File: src/rtl/ffsa_pkg.sv
package ffsa_pkg;

    localparam int NUM_SLOTS = 16;
    localparam int ADDR_BITS = 16;
    localparam int SLOT_BITS = $clog2(NUM_SLOTS);
    localparam int CNT_W     = $clog2(NUM_SLOTS + 1);

    localparam int OP_W      = 2;
    localparam int SLOT_W    = 4;
    localparam int SIZE_W    = 16;
    localparam int STATUS_W  = 2;
    localparam int ADDR_W    = 17;
    localparam int MOVED_W   = 5;
    localparam int BASE_W    = 16;
    localparam int ACTIVE_W  = 5;
    localparam int CFG_W     = 16;
    localparam int CFG_IDX_W = 2;

    typedef enum logic [OP_W-1:0] {
        OP_ALLOC   = 2'd0,
        OP_FREE    = 2'd1,
        OP_COMPACT = 2'd2
    } op_t;

    localparam logic [STATUS_W-1:0] STATUS_OK      = 2'd0;
    localparam logic [STATUS_W-1:0] STATUS_RANGE   = 2'd1;
    localparam logic [STATUS_W-1:0] STATUS_NO_ROOM = 2'd2;

    localparam logic [CFG_IDX_W-1:0] REG_POOL_BASE    = 2'd0;
    localparam logic [CFG_IDX_W-1:0] REG_POOL_SIZE    = 2'd1;
    localparam logic [CFG_IDX_W-1:0] REG_ACTIVE_SLOTS = 2'd2;

    typedef enum logic [2:0] {
        ST_IDLE,
        ST_DISPATCH,
        ST_SLOT_CHK,
        ST_SCAN,
        ST_EVAL,
        ST_FINISH
    } ctrl_state_t;

    typedef struct packed {
        logic                 wr_en;
        logic                 held_set;
        logic                 held_clr;
        logic [SLOT_BITS-1:0] idx;
        logic [ADDR_BITS-1:0] start;
        logic [SIZE_W-1:0]    size;
    } tbl_cmd_t;

    typedef struct packed {
        logic                 start;
        logic                 have_low;
        logic [ADDR_BITS-1:0] low;
    } scan_req_t;

    typedef struct packed {
        logic                 busy;
        logic                 done;
        logic                 found;
        logic [SLOT_BITS-1:0] idx;
        logic [ADDR_BITS-1:0] start;
        logic [SIZE_W-1:0]    size;
    } scan_res_t;

endpackage

File: src/rtl/ffsa_table.sv
module ffsa_table (
    input  logic                               clk,
    input  logic                               rst_n,
    input  ffsa_pkg::tbl_cmd_t                 cmd,
    input  logic [ffsa_pkg::SLOT_BITS-1:0]     rd_addr,
    output logic [ffsa_pkg::ADDR_BITS-1:0]     rd_start,
    output logic [ffsa_pkg::SIZE_W-1:0]        rd_size,
    output logic [ffsa_pkg::NUM_SLOTS-1:0]     held
);
    import ffsa_pkg::*;

    logic [ADDR_BITS+SIZE_W-1:0] slot_mem [NUM_SLOTS];
    logic [ADDR_BITS+SIZE_W-1:0] rd_data_reg;
    logic [NUM_SLOTS-1:0]        held_reg;

    always_ff @(posedge clk)
    begin
        if (cmd.wr_en)
        begin
            slot_mem[cmd.idx] <= {cmd.start, cmd.size};
        end
        rd_data_reg <= slot_mem[rd_addr];
    end

    always_ff @(posedge clk or negedge rst_n)
    begin
        if (!rst_n)
        begin
            held_reg <= '0;
        end
        else if (cmd.held_set)
        begin
            held_reg[cmd.idx] <= 1'b1;
        end
        else if (cmd.held_clr)
        begin
            held_reg[cmd.idx] <= 1'b0;
        end
    end

    assign rd_start = rd_data_reg[ADDR_BITS+SIZE_W-1:SIZE_W];
    assign rd_size  = rd_data_reg[SIZE_W-1:0];
    assign held     = held_reg;

endmodule

File: src/rtl/ffsa_scan.sv
module ffsa_scan (
    input  logic                               clk,
    input  logic                               rst_n,
    input  ffsa_pkg::scan_req_t                req,
    input  logic [ffsa_pkg::CNT_W-1:0]         live_cnt,
    input  logic [ffsa_pkg::NUM_SLOTS-1:0]     held,
    input  logic [ffsa_pkg::ADDR_BITS-1:0]     rd_start,
    input  logic [ffsa_pkg::SIZE_W-1:0]        rd_size,
    output logic [ffsa_pkg::SLOT_BITS-1:0]     rd_addr,
    output ffsa_pkg::scan_res_t                res
);
    import ffsa_pkg::*;

    logic                 busy_reg, busy_next;
    logic [CNT_W-1:0]     issue_reg, issue_next;
    logic                 cmp_valid_reg, cmp_valid_next;
    logic [SLOT_BITS-1:0] cmp_idx_reg, cmp_idx_next;
    logic                 found_reg, found_next;
    logic [SLOT_BITS-1:0] idx_reg, idx_next;
    logic [ADDR_BITS-1:0] start_reg, start_next;
    logic [SIZE_W-1:0]    size_reg, size_next;
    logic                 issue_more;
    logic                 done;
    logic                 better;

    always_ff @(posedge clk or negedge rst_n)
    begin
        if (!rst_n)
        begin
            busy_reg      <= 1'b0;
            issue_reg     <= '0;
            cmp_valid_reg <= 1'b0;
            found_reg     <= 1'b0;
        end
        else
        begin
            busy_reg      <= busy_next;
            issue_reg     <= issue_next;
            cmp_valid_reg <= cmp_valid_next;
            found_reg     <= found_next;
        end
    end

    always_ff @(posedge clk)
    begin
        cmp_idx_reg <= cmp_idx_next;
        idx_reg     <= idx_next;
        start_reg   <= start_next;
        size_reg    <= size_next;
    end

    always_comb
    begin
        issue_more     = busy_reg && (issue_reg < live_cnt);
        done           = busy_reg && !issue_more && !cmp_valid_reg;
        better         = cmp_valid_reg && held[cmp_idx_reg]
                         && (!req.have_low || (rd_start > req.low))
                         && (!found_reg || (rd_start < start_reg));
        busy_next      = busy_reg;
        issue_next     = issue_reg;
        cmp_valid_next = 1'b0;
        cmp_idx_next   = issue_reg[SLOT_BITS-1:0];
        found_next     = found_reg;
        idx_next       = idx_reg;
        start_next     = start_reg;
        size_next      = size_reg;

        if (better)
        begin
            found_next = 1'b1;
            idx_next   = cmp_idx_reg;
            start_next = rd_start;
            size_next  = rd_size;
        end

        if (req.start && !busy_reg)
        begin
            busy_next  = 1'b1;
            issue_next = '0;
            found_next = 1'b0;
        end
        else if (busy_reg)
        begin
            cmp_valid_next = issue_more;
            if (issue_more)
            begin
                issue_next = issue_reg + CNT_W'(1);
            end
            if (done)
            begin
                busy_next = 1'b0;
            end
        end
    end

    assign rd_addr   = issue_reg[SLOT_BITS-1:0];
    assign res.busy  = busy_reg;
    assign res.done  = done;
    assign res.found = found_reg;
    assign res.idx   = idx_reg;
    assign res.start = start_reg;
    assign res.size  = size_reg;

endmodule

File: src/rtl/ffsa_ctrl.sv
module ffsa_ctrl (
    input  logic                               clk,
    input  logic                               rst_n,
    input  logic                               in_valid,
    output logic                               in_ready,
    input  logic [ffsa_pkg::OP_W-1:0]          op,
    input  logic [ffsa_pkg::SLOT_W-1:0]        slot,
    input  logic [ffsa_pkg::SIZE_W-1:0]        req_size,
    output logic                               out_valid,
    input  logic                               out_ready,
    output logic [ffsa_pkg::STATUS_W-1:0]      status,
    output logic [ffsa_pkg::ADDR_W-1:0]        address,
    output logic [ffsa_pkg::MOVED_W-1:0]       moved,
    input  logic [ffsa_pkg::BASE_W-1:0]        pool_base,
    input  logic [ffsa_pkg::SIZE_W-1:0]        pool_size,
    input  logic [ffsa_pkg::CNT_W-1:0]         live_cnt,
    input  logic [ffsa_pkg::NUM_SLOTS-1:0]     held,
    input  logic [ffsa_pkg::ADDR_BITS-1:0]     rd_start,
    input  logic [ffsa_pkg::SIZE_W-1:0]        rd_size,
    input  ffsa_pkg::scan_res_t                scan_res,
    output logic [ffsa_pkg::SLOT_BITS-1:0]     slot_addr,
    output ffsa_pkg::tbl_cmd_t                 tbl_cmd,
    output ffsa_pkg::scan_req_t                scan_req
);
    import ffsa_pkg::*;

    ctrl_state_t          state_reg, state_next;
    logic [OP_W-1:0]      op_reg, op_next;
    logic [SLOT_W-1:0]    slot_reg, slot_next;
    logic [SIZE_W-1:0]    req_reg, req_next;
    logic                 first_reg, first_next;
    logic                 have_low_reg, have_low_next;
    logic [ADDR_BITS-1:0] cur_start_reg, cur_start_next;
    logic [SIZE_W-1:0]    cur_size_reg, cur_size_next;
    logic [STATUS_W-1:0]  res_status_reg, res_status_next;
    logic [ADDR_BITS-1:0] res_off_reg, res_off_next;
    logic                 res_grant_reg, res_grant_next;
    logic [MOVED_W-1:0]   moved_reg, moved_next;
    logic                 out_valid_reg, out_valid_next;
    logic [STATUS_W-1:0]  out_status_reg, out_status_next;
    logic [ADDR_W-1:0]    out_address_reg, out_address_next;
    logic [MOVED_W-1:0]   out_moved_reg, out_moved_next;
    logic                 out_of_range;
    logic [ADDR_BITS:0]   end_sum;
    logic [ADDR_BITS+1:0] need;

    always_ff @(posedge clk or negedge rst_n)
    begin
        if (!rst_n)
        begin
            state_reg     <= ST_IDLE;
            out_valid_reg <= 1'b0;
        end
        else
        begin
            state_reg     <= state_next;
            out_valid_reg <= out_valid_next;
        end
    end

    always_ff @(posedge clk)
    begin
        op_reg          <= op_next;
        slot_reg        <= slot_next;
        req_reg         <= req_next;
        first_reg       <= first_next;
        have_low_reg    <= have_low_next;
        cur_start_reg   <= cur_start_next;
        cur_size_reg    <= cur_size_next;
        res_status_reg  <= res_status_next;
        res_off_reg     <= res_off_next;
        res_grant_reg   <= res_grant_next;
        moved_reg       <= moved_next;
        out_status_reg  <= out_status_next;
        out_address_reg <= out_address_next;
        out_moved_reg   <= out_moved_next;
    end

    always_comb
    begin
        state_next       = state_reg;
        op_next          = op_reg;
        slot_next        = slot_reg;
        req_next         = req_reg;
        first_next       = first_reg;
        have_low_next    = have_low_reg;
        cur_start_next   = cur_start_reg;
        cur_size_next    = cur_size_reg;
        res_status_next  = res_status_reg;
        res_off_next     = res_off_reg;
        res_grant_next   = res_grant_reg;
        moved_next       = moved_reg;
        out_valid_next   = out_valid_reg;
        out_status_next  = out_status_reg;
        out_address_next = out_address_reg;
        out_moved_next   = out_moved_reg;

        tbl_cmd          = '0;
        tbl_cmd.idx      = slot_reg[SLOT_BITS-1:0];
        scan_req.start    = 1'b0;
        scan_req.have_low = have_low_reg;
        scan_req.low      = cur_start_reg;

        in_ready     = (state_reg == ST_IDLE);
        out_of_range = (CNT_W'(slot_reg) >= live_cnt);
        end_sum      = {1'b0, cur_start_reg} + {1'b0, cur_size_reg};
        need         = {1'b0, end_sum} + {2'b00, req_reg};

        if (out_valid_reg && out_ready)
        begin
            out_valid_next = 1'b0;
        end

        case (state_reg)
            ST_IDLE:
            begin
                if (in_valid)
                begin
                    op_next         = op;
                    slot_next       = slot;
                    req_next        = req_size;
                    res_status_next = STATUS_OK;
                    res_off_next    = '0;
                    res_grant_next  = 1'b0;
                    moved_next      = '0;
                    state_next      = ST_DISPATCH;
                end
            end

            ST_DISPATCH:
            begin
                case (op_reg)
                    OP_ALLOC:
                    begin
                        if (out_of_range)
                        begin
                            res_status_next = STATUS_RANGE;
                            state_next      = ST_FINISH;
                        end
                        else
                        begin
                            state_next = ST_SLOT_CHK;
                        end
                    end
                    OP_FREE:
                    begin
                        if (out_of_range)
                        begin
                            res_status_next = STATUS_RANGE;
                        end
                        else
                        begin
                            tbl_cmd.held_clr = 1'b1;
                        end
                        state_next = ST_FINISH;
                    end
                    OP_COMPACT:
                    begin
                        scan_req.start = 1'b1;
                        have_low_next  = 1'b0;
                        first_next     = 1'b1;
                        state_next     = ST_SCAN;
                    end
                    default:
                    begin
                        state_next = ST_FINISH;
                    end
                endcase
            end

            ST_SLOT_CHK:
            begin
                if (held[slot_reg[SLOT_BITS-1:0]] && (rd_size >= req_reg))
                begin
                    tbl_cmd.wr_en  = 1'b1;
                    tbl_cmd.start  = rd_start;
                    tbl_cmd.size   = req_reg;
                    res_off_next   = rd_start;
                    res_grant_next = 1'b1;
                    state_next     = ST_FINISH;
                end
                else
                begin
                    tbl_cmd.held_clr = 1'b1;
                    scan_req.start   = 1'b1;
                    have_low_next    = 1'b0;
                    first_next       = 1'b1;
                    state_next       = ST_SCAN;
                end
            end

            ST_SCAN:
            begin
                if (scan_res.done)
                begin
                    state_next = ST_EVAL;
                end
            end

            ST_EVAL:
            begin
                if (op_reg == OP_ALLOC)
                begin
                    if (first_reg && !scan_res.found)
                    begin
                        if (req_reg <= pool_size)
                        begin
                            tbl_cmd.wr_en    = 1'b1;
                            tbl_cmd.held_set = 1'b1;
                            tbl_cmd.start    = '0;
                            tbl_cmd.size     = req_reg;
                            res_off_next     = '0;
                            res_grant_next   = 1'b1;
                        end
                        else
                        begin
                            res_status_next = STATUS_NO_ROOM;
                        end
                        state_next = ST_FINISH;
                    end
                    else if (first_reg && (scan_res.start != '0)
                             && (scan_res.start >= req_reg))
                    begin
                        tbl_cmd.wr_en    = 1'b1;
                        tbl_cmd.held_set = 1'b1;
                        tbl_cmd.start    = '0;
                        tbl_cmd.size     = req_reg;
                        res_off_next     = '0;
                        res_grant_next   = 1'b1;
                        state_next       = ST_FINISH;
                    end
                    else if (first_reg)
                    begin
                        cur_start_next = scan_res.start;
                        cur_size_next  = scan_res.size;
                        scan_req.start = 1'b1;
                        have_low_next  = 1'b1;
                        first_next     = 1'b0;
                        state_next     = ST_SCAN;
                    end
                    else if (scan_res.found && ({2'b00, scan_res.start} < need))
                    begin
                        cur_start_next = scan_res.start;
                        cur_size_next  = scan_res.size;
                        scan_req.start = 1'b1;
                        state_next     = ST_SCAN;
                    end
                    else if (scan_res.found || (need <= {2'b00, pool_size}))
                    begin
                        tbl_cmd.wr_en    = 1'b1;
                        tbl_cmd.held_set = 1'b1;
                        tbl_cmd.start    = end_sum[ADDR_BITS-1:0];
                        tbl_cmd.size     = req_reg;
                        res_off_next     = end_sum[ADDR_BITS-1:0];
                        res_grant_next   = 1'b1;
                        state_next       = ST_FINISH;
                    end
                    else
                    begin
                        res_status_next = STATUS_NO_ROOM;
                        state_next      = ST_FINISH;
                    end
                end
                else
                begin
                    if (!scan_res.found)
                    begin
                        state_next = ST_FINISH;
                    end
                    else
                    begin
                        tbl_cmd.idx    = scan_res.idx;
                        tbl_cmd.size   = scan_res.size;
                        cur_size_next  = scan_res.size;
                        cur_start_next = scan_res.start;
                        if (first_reg && (scan_res.start != '0))
                        begin
                            tbl_cmd.wr_en  = 1'b1;
                            tbl_cmd.start  = '0;
                            cur_start_next = '0;
                            moved_next     = MOVED_W'(1);
                        end
                        else if (!first_reg && ({1'b0, scan_res.start} > end_sum))
                        begin
                            tbl_cmd.wr_en  = 1'b1;
                            tbl_cmd.start  = end_sum[ADDR_BITS-1:0];
                            cur_start_next = end_sum[ADDR_BITS-1:0];
                            moved_next     = moved_reg + MOVED_W'(1);
                        end
                        scan_req.start = 1'b1;
                        have_low_next  = 1'b1;
                        first_next     = 1'b0;
                        state_next     = ST_SCAN;
                    end
                end
            end

            ST_FINISH:
            begin
                if (!out_valid_reg || out_ready)
                begin
                    out_valid_next  = 1'b1;
                    out_status_next = res_status_reg;
                    out_moved_next  = moved_reg;
                    if (res_grant_reg)
                    begin
                        out_address_next = {1'b0, pool_base} + {1'b0, res_off_reg};
                    end
                    else
                    begin
                        out_address_next = '0;
                    end
                    state_next = ST_IDLE;
                end
            end

            default:
            begin
                state_next = ST_IDLE;
            end
        endcase
    end

    assign slot_addr = slot_reg[SLOT_BITS-1:0];
    assign out_valid = out_valid_reg;
    assign status    = out_status_reg;
    assign address   = out_address_reg;
    assign moved     = out_moved_reg;

endmodule

File: src/rtl/first_fit_slot_allocator_top.sv
// A free, an out-of-range request or an unused op goes from dispatch straight to the finish state.
// An allocate makes up to live_count scan passes and a compact up to live_count + 1.
// Throughput: one item at a time; the next input transfer is taken once the result is
// registered, while that result may still wait for its output transfer.
// Reset clears all held flags and loads pool_base 0, pool_size 65535 and active_slots 16.
module first_fit_slot_allocator_top (
    input  logic                               clk,
    input  logic                               rst_n,
    input  logic                               in_valid,
    output logic                               in_ready,
    input  logic [ffsa_pkg::OP_W-1:0]          op,
    input  logic [ffsa_pkg::SLOT_W-1:0]        slot,
    input  logic [ffsa_pkg::SIZE_W-1:0]        req_size,
    output logic                               out_valid,
    input  logic                               out_ready,
    output logic [ffsa_pkg::STATUS_W-1:0]      status,
    output logic [ffsa_pkg::ADDR_W-1:0]        address,
    output logic [ffsa_pkg::MOVED_W-1:0]       moved,
    input  logic                               cfg_we,
    input  logic [ffsa_pkg::CFG_IDX_W-1:0]     cfg_index,
    input  logic [ffsa_pkg::CFG_W-1:0]         cfg_data
);
    import ffsa_pkg::*;

    logic [BASE_W-1:0]    pool_base_reg;
    logic [SIZE_W-1:0]    pool_size_reg;
    logic [ACTIVE_W-1:0]  active_slots_reg;
    logic [CNT_W-1:0]     live_cnt;
    tbl_cmd_t             tbl_cmd;
    scan_req_t            scan_req;
    scan_res_t            scan_res;
    logic [NUM_SLOTS-1:0] held;
    logic [ADDR_BITS-1:0] rd_start;
    logic [SIZE_W-1:0]    rd_size;
    logic [SLOT_BITS-1:0] scan_addr;
    logic [SLOT_BITS-1:0] slot_addr;
    logic [SLOT_BITS-1:0] rd_addr;

    always_ff @(posedge clk or negedge rst_n)
    begin
        if (!rst_n)
        begin
            pool_base_reg    <= '0;
            pool_size_reg    <= '1;
            active_slots_reg <= ACTIVE_W'(NUM_SLOTS);
        end
        else if (cfg_we)
        begin
            case (cfg_index)
                REG_POOL_BASE:    pool_base_reg    <= cfg_data[BASE_W-1:0];
                REG_POOL_SIZE:    pool_size_reg    <= cfg_data[SIZE_W-1:0];
                REG_ACTIVE_SLOTS: active_slots_reg <= cfg_data[ACTIVE_W-1:0];
                default:          ;
            endcase
        end
    end

    assign live_cnt = (active_slots_reg < ACTIVE_W'(NUM_SLOTS))
                      ? CNT_W'(active_slots_reg) : CNT_W'(NUM_SLOTS);
    assign rd_addr  = scan_res.busy ? scan_addr : slot_addr;

    ffsa_table u_table (
        .clk      (clk),
        .rst_n    (rst_n),
        .cmd      (tbl_cmd),
        .rd_addr  (rd_addr),
        .rd_start (rd_start),
        .rd_size  (rd_size),
        .held     (held)
    );

    ffsa_scan u_scan (
        .clk      (clk),
        .rst_n    (rst_n),
        .req      (scan_req),
        .live_cnt (live_cnt),
        .held     (held),
        .rd_start (rd_start),
        .rd_size  (rd_size),
        .rd_addr  (scan_addr),
        .res      (scan_res)
    );

    ffsa_ctrl u_ctrl (
        .clk       (clk),
        .rst_n     (rst_n),
        .in_valid  (in_valid),
        .in_ready  (in_ready),
        .op        (op),
        .slot      (slot),
        .req_size  (req_size),
        .out_valid (out_valid),
        .out_ready (out_ready),
        .status    (status),
        .address   (address),
        .moved     (moved),
        .pool_base (pool_base_reg),
        .pool_size (pool_size_reg),
        .live_cnt  (live_cnt),
        .held      (held),
        .rd_start  (rd_start),
        .rd_size   (rd_size),
        .scan_res  (scan_res),
        .slot_addr (slot_addr),
        .tbl_cmd   (tbl_cmd),
        .scan_req  (scan_req)
    );

    a_busy_after_transfer: assert property (@(posedge clk) disable iff (!rst_n)
        in_valid && in_ready |=> !in_ready)
        else $error("input accepted again right after a transfer");

    a_no_scan_when_ready: assert property (@(posedge clk) disable iff (!rst_n)
        in_ready |-> !scan_res.busy)
        else $error("scan unit busy while the block is ready");

    a_range_result_clean: assert property (@(posedge clk) disable iff (!rst_n)
        out_valid && (status == STATUS_RANGE) |-> (address == '0) && (moved == '0))
        else $error("out-of-range result carries an address or move count");

    a_moved_bounded: assert property (@(posedge clk) disable iff (!rst_n)
        out_valid |-> (MOVED_W'(moved) <= MOVED_W'(NUM_SLOTS)))
        else $error("move count exceeds the slot count");

endmodule
File: config.mk
export PLATFORM = sky130hd
export DESIGN_NAME = first_fit_slot_allocator_top
export DESIGN_NICKNAME = d
export VERILOG_FILES = /design/src/rtl/ffsa_pkg.sv /design/src/rtl/ffsa_table.sv /design/src/rtl/ffsa_scan.sv /design/src/rtl/ffsa_ctrl.sv /design/src/rtl/first_fit_slot_allocator_top.sv
export SDC_FILE = /design/constraint.sdc
export NUM_CORES = 1
export LEC_CHECK = 0
export ABC_AREA = 1
export BUFFER_PORTS_ARGS = -buffer_cell sky130_fd_sc_hd__buf_2
export CAP_MARGIN = 5
export CORE_MARGIN = 4
export CORE_UTILIZATION = 30
export CTS_BUF_LIST = sky130_fd_sc_hd__clkbuf_8
export DETAILED_ROUTE_END_ITERATION = 10
export PLACE_DENSITY_LB_ADDON = 0.25
export SLEW_MARGIN = 10
export SYNTH_ARGS = -nofsm -noshare
export SYNTH_HDL_FRONTEND = slang
export SYNTH_HIERARCHICAL = 1
export SYNTH_SLANG_ARGS = --single-unit
File: constraint.sdc
create_clock -name clk -period 6.9 [get_ports clk]
set_input_delay 1.38 -clock clk [delete_from_list [all_inputs] [get_ports clk]]
set_output_delay 1.38 -clock clk [all_outputs]
set_load 0.02 [all_outputs]
==> flow_metrics.tcl <==
set metrics [dict create \
    fin_setup_tns_ns 0 \
    syn2layout_area_growth_pct 13.0 \
    yosys.area.top_type_share 0.518 \
    num_vias 26900 \
    clk_path_buf_depth 3 \
    ff_latch_area_sq_um 21900 \
    largest_register_ffs 512 \
    timing.hold.worst_endpoint "u_scan/size_reg[0]" \
    cp_top_family "simple AND/OR/NAND/NOR gates" \
    floorplan.io_pins 71 \
    core_area_sq_um 124000 \
    criticalPathCategory "register to register" \
    ctsHtreeMaxLevel 4 \
    dp_cells 5543 \
    postRouteAntennaNets 0 \
    yosysUniqueCellTypes 62 \
    worst_path_maximum_fanout 32 \
    max_slew.worst_pin.slew_ns 1.04 \
    grt_max_degree 143 \
    clock_sinks 753 \
    post_synth_inst_count 3933 \
    grt_setup_unrepaired "no" \
    startpoint_type "register" \
    setup_slack_of_the_most_critical_reg_to_reg_path_ns 0.84 \
    core_occupancy_in_the_finished_layout 0.343 \
    number_of_optimization_iterations_in_the_first_detailed_route_pass 5 \
    dp_worst_setup_slack_ns 0.537 \
    setup_slack_ns 0.836 \
    worst_slew_margin_rel 0.306 \
    min_path_cells 0 \
    syn-cell-area_sq_um 37800 \
    share_of_layout_cells_above_drive_strength_1 0.102 \
    post-synth-top-area-cell "sky130_fd_sc_hd__edfxtp_1" \
    synthFlopType "sky130_fd_sc_hd__edfxtp_1" \
    floorplan.die.height_um 363 \
    fmax_ghz 0.165 \
    drt-total-wl_mm 107 \
    worst_setup_path_end_kind "register" \
    grt_pass1_wl_mm 160 \
    gr-usage-all-layers 0.160 \
    overflow 0 \
    detailedRoute.firstIterationViolations 1908 \
    min_clock_period_post_route_ns 6.06 \
    multi_input_area_sq_um 12600 \
    drv.max_cap_violation_count 0 \
    grt_antenna_before_repair 6 \
    synthesized_netlist_net_count 4168 \
    critical_path.most_common_cell "sky130_fd_sc_hd__nand2_1" \
    slew_viol_final 0 \
    die_extent_in_x_um 363 \
    clock_skew_ns 0.0296 \
    worstRegToRegCells 36 \
    hp-class "register to register" \
    core.rowCount 129 \
    reg2reg_from "u_ctrl/cur_start_reg[0]" \
    synth.avg_cell_area_sq_um 9.61 \
    clock_slew_seen_by_the_registers_of_the_worst_setup_and_hold_paths_ns 0.05 \
    finish.cell_count_without_fillers 5801 \
    yosys_register_bits 753 \
    place.detailed.hpwl_mm 68.4 \
    port_buffers 70 \
    required_ns 7.38 \
    post_cts_hold_buffer_count 0 \
    initial_utilization 0.304 \
    total_leakage_power_nw 19.0 \
    period_share 0.879 \
    floorplan.die_area_sq_um 132000 \
    grt_pass1_vias 26200 \
    root_buffer "sky130_fd_sc_hd__clkbuf_8" \
    routabilityCongestion 0.856 \
    cp.buffers_inverters 9 \
    crit_path_max_delay_cell_type "sky130_fd_sc_hd__edfxtp_1" \
    worstPathArrival_ns 6.54 \
    worst_path_largest_cell_delay_ns 0.40 \
    route.detailed.wl_per_inst_um 18.4 \
    setup_violations 0 \
    ys_top_cells_by_count "sky130_fd_sc_hd__nand2_1 (1137), sky130_fd_sc_hd__edfxtp_1 (652), sky130_fd_sc_hd__inv_1 (645)" \
    number_of_synthesized_flops_with_an_enable_pin 652 \
    timing.hold.worst.start "u_table/rd_data_reg[0]" \
    synth_async_sr_flop_share 0.0863 \
    yosys_warnings 6 \
    worst_ir_drop_vdd_mv 0.243 \
    run_status "finished, final reports clean" \
    finalNetCount 4291 \
    post-synth-top-count-cell "sky130_fd_sc_hd__nand2_1" \
    part_of_the_yosys_area_used_for_sequential_elements 0.581 \
    netlist_top_cells_area "sky130_fd_sc_hd__edfxtp_1 (52%), sky130_fd_sc_hd__nand2_1 (11%), sky130_fd_sc_hd__inv_1 (6.4%), sky130_fd_sc_hd__nand3_1 (6.3%), sky130_fd_sc_hd__ha_1 (6.2%)" \
    pwr_density_cell_nw_per_um2 395 \
    fin_hold_ws_ns 0.434 \
    timing.final.hold_violations 0 \
    later_pin_clock_latency_in_the_skew_report_ns 0.81 \
    drt-vias-per-instance 4.64 \
    cts_made_buffers 138 \
    filler_cells 12700 \
    cts_tree "yes" \
    crit-reg2reg-capture "u_table/slot_mem[7][21]" \
    post-route-drc-count 0 \
]
[metal layers]
metal,track usage,part of all wire,vias up
li1,-,-,13200
met1,0.216,0.46,12900
met2,0.264,0.47,663
met3,0.0265,0.047,133
met4,0.0462,0.021,0
met5,0,0,-
[area by class of cell]
class	count	share of cell area
Antenna cell	3	0.000176
Clock buffer	149	0.0480
Clock inverter	96	0.0130
Inverter	659	0.0585
Multi-Input combinational cell	2375	0.294
Sequential cell	753	0.514
Tap cell	1637	0.0480
Timing Repair Buffer	129	0.0241
[power by group]
group	switching [mW]	total [mW]	internal [mW]
Combinational	4.64	6.70	2.06
Sequential	0.487	6.11	5.62
Clock	1.90	4.05	2.15
Total	7.03	16.9	9.83
[through the flow]
stage / power (mW) / area [sq um]
after floorplan: 10.9 / 37800
after global placement: 12.9 / 40000
after detailed placement: 12.9 / 40000
after CTS: 17.0 / 42600
after global routing: 18.1 / 42700
final: 16.9 / 42700
[layout by cell type, fill, tap and decap left out, types with 4 or more instances in the layout]
master / n
sky130_fd_sc_hd__dfrtp_1: 48
sky130_fd_sc_hd__nor2_2: 5
sky130_fd_sc_hd__clkbuf_8: 149
sky130_fd_sc_hd__o21bai_1: 5
sky130_fd_sc_hd__a21oi_1: 114
sky130_fd_sc_hd__o21ai_4: 4
sky130_fd_sc_hd__edfxtp_1: 652
sky130_fd_sc_hd__clkinvlp_4: 4
sky130_fd_sc_hd__clkinv_2: 13
sky130_fd_sc_hd__inv_1: 688
sky130_fd_sc_hd__nand2_4: 4
sky130_fd_sc_hd__o21ai_0: 90
sky130_fd_sc_hd__nand3_1: 477
sky130_fd_sc_hd__nand3b_1: 4
sky130_fd_sc_hd__nor3_1: 19
sky130_fd_sc_hd__a21o_1: 5
sky130_fd_sc_hd__nor2_4: 21
sky130_fd_sc_hd__buf_2: 70
sky130_fd_sc_hd__dfxtp_1: 36
sky130_fd_sc_hd__nand2_1: 1137
sky130_fd_sc_hd__nor2_1: 102
sky130_fd_sc_hd__bufinv_16: 4
sky130_fd_sc_hd__nand4_1: 34
sky130_fd_sc_hd__ha_1: 187
sky130_fd_sc_hd__nand2_2: 20
sky130_fd_sc_hd__nand3_2: 16
sky130_fd_sc_hd__o21ai_1: 17
sky130_fd_sc_hd__a31oi_1: 6
sky130_fd_sc_hd__clkinv_1: 25
sky130_fd_sc_hd__o211ai_1: 20
sky130_fd_sc_hd__xnor2_1: 11
sky130_fd_sc_hd__buf_4: 40
sky130_fd_sc_hd__inv_8: 7
sky130_fd_sc_hd__o21a_1: 8
sky130_fd_sc_hd__o211ai_2: 7
sky130_fd_sc_hd__xor2_1: 21
sky130_fd_sc_hd__buf_12: 19
sky130_fd_sc_hd__inv_2: 11
sky130_fd_sc_hd__dfstp_2: 17
[kinds of logic (layout without fill, tap and decap cells)]
logic type               count (synthesis)  after routing  synth area share
adder cells (fa/ha/maj)                190            190            0.0635
flip-flops                             753            753             0.581
multiplexers                             1              1          0.000298
AO/OA/AOI/OAI                          298            298            0.0452
AND/OR/NAND/NOR                       1854           1854             0.210
XOR/XNOR                                32             32           0.00742
buffers and inverters                  805           1033            0.0922
other                                    0              3                 0
[what timing repair did]
item | CTS | global route
endpoints found under the setup margin | 0 | 5
resized for setup | 0 | 1
buffers inserted | 0 | 6
[how the worst max path moves through the flow]
| stage | from | endpoint | slack (ns) | cells after the start |
|---|---|---|---|---|
| 6_report | u_ctrl/cur_start_reg[0] | u_table/slot_mem[7][21] | 0.84 | 36 |
| 2_1_floorplan | u_ctrl/cur_start_reg[0] | u_table/slot_mem[7][0] | 0.63 | 33 |
| 4_1_cts | u_ctrl/cur_start_reg[0] | u_table/slot_mem[7][21] | 0.52 | 35 |
| 3_5_place_dp | u_ctrl/cur_start_reg[0] | u_table/slot_mem[7][5] | 0.54 | 35 |
| 5_1_grt | u_ctrl/cur_start_reg[0] | u_table/slot_mem[8][24] | 0.38 | 35 |
| 3_3_place_gp | u_ctrl/cur_start_reg[0] | u_table/slot_mem[4][4] | 0.49 | 35 |
Note: power is estimated with default switching activity, not from simulation.
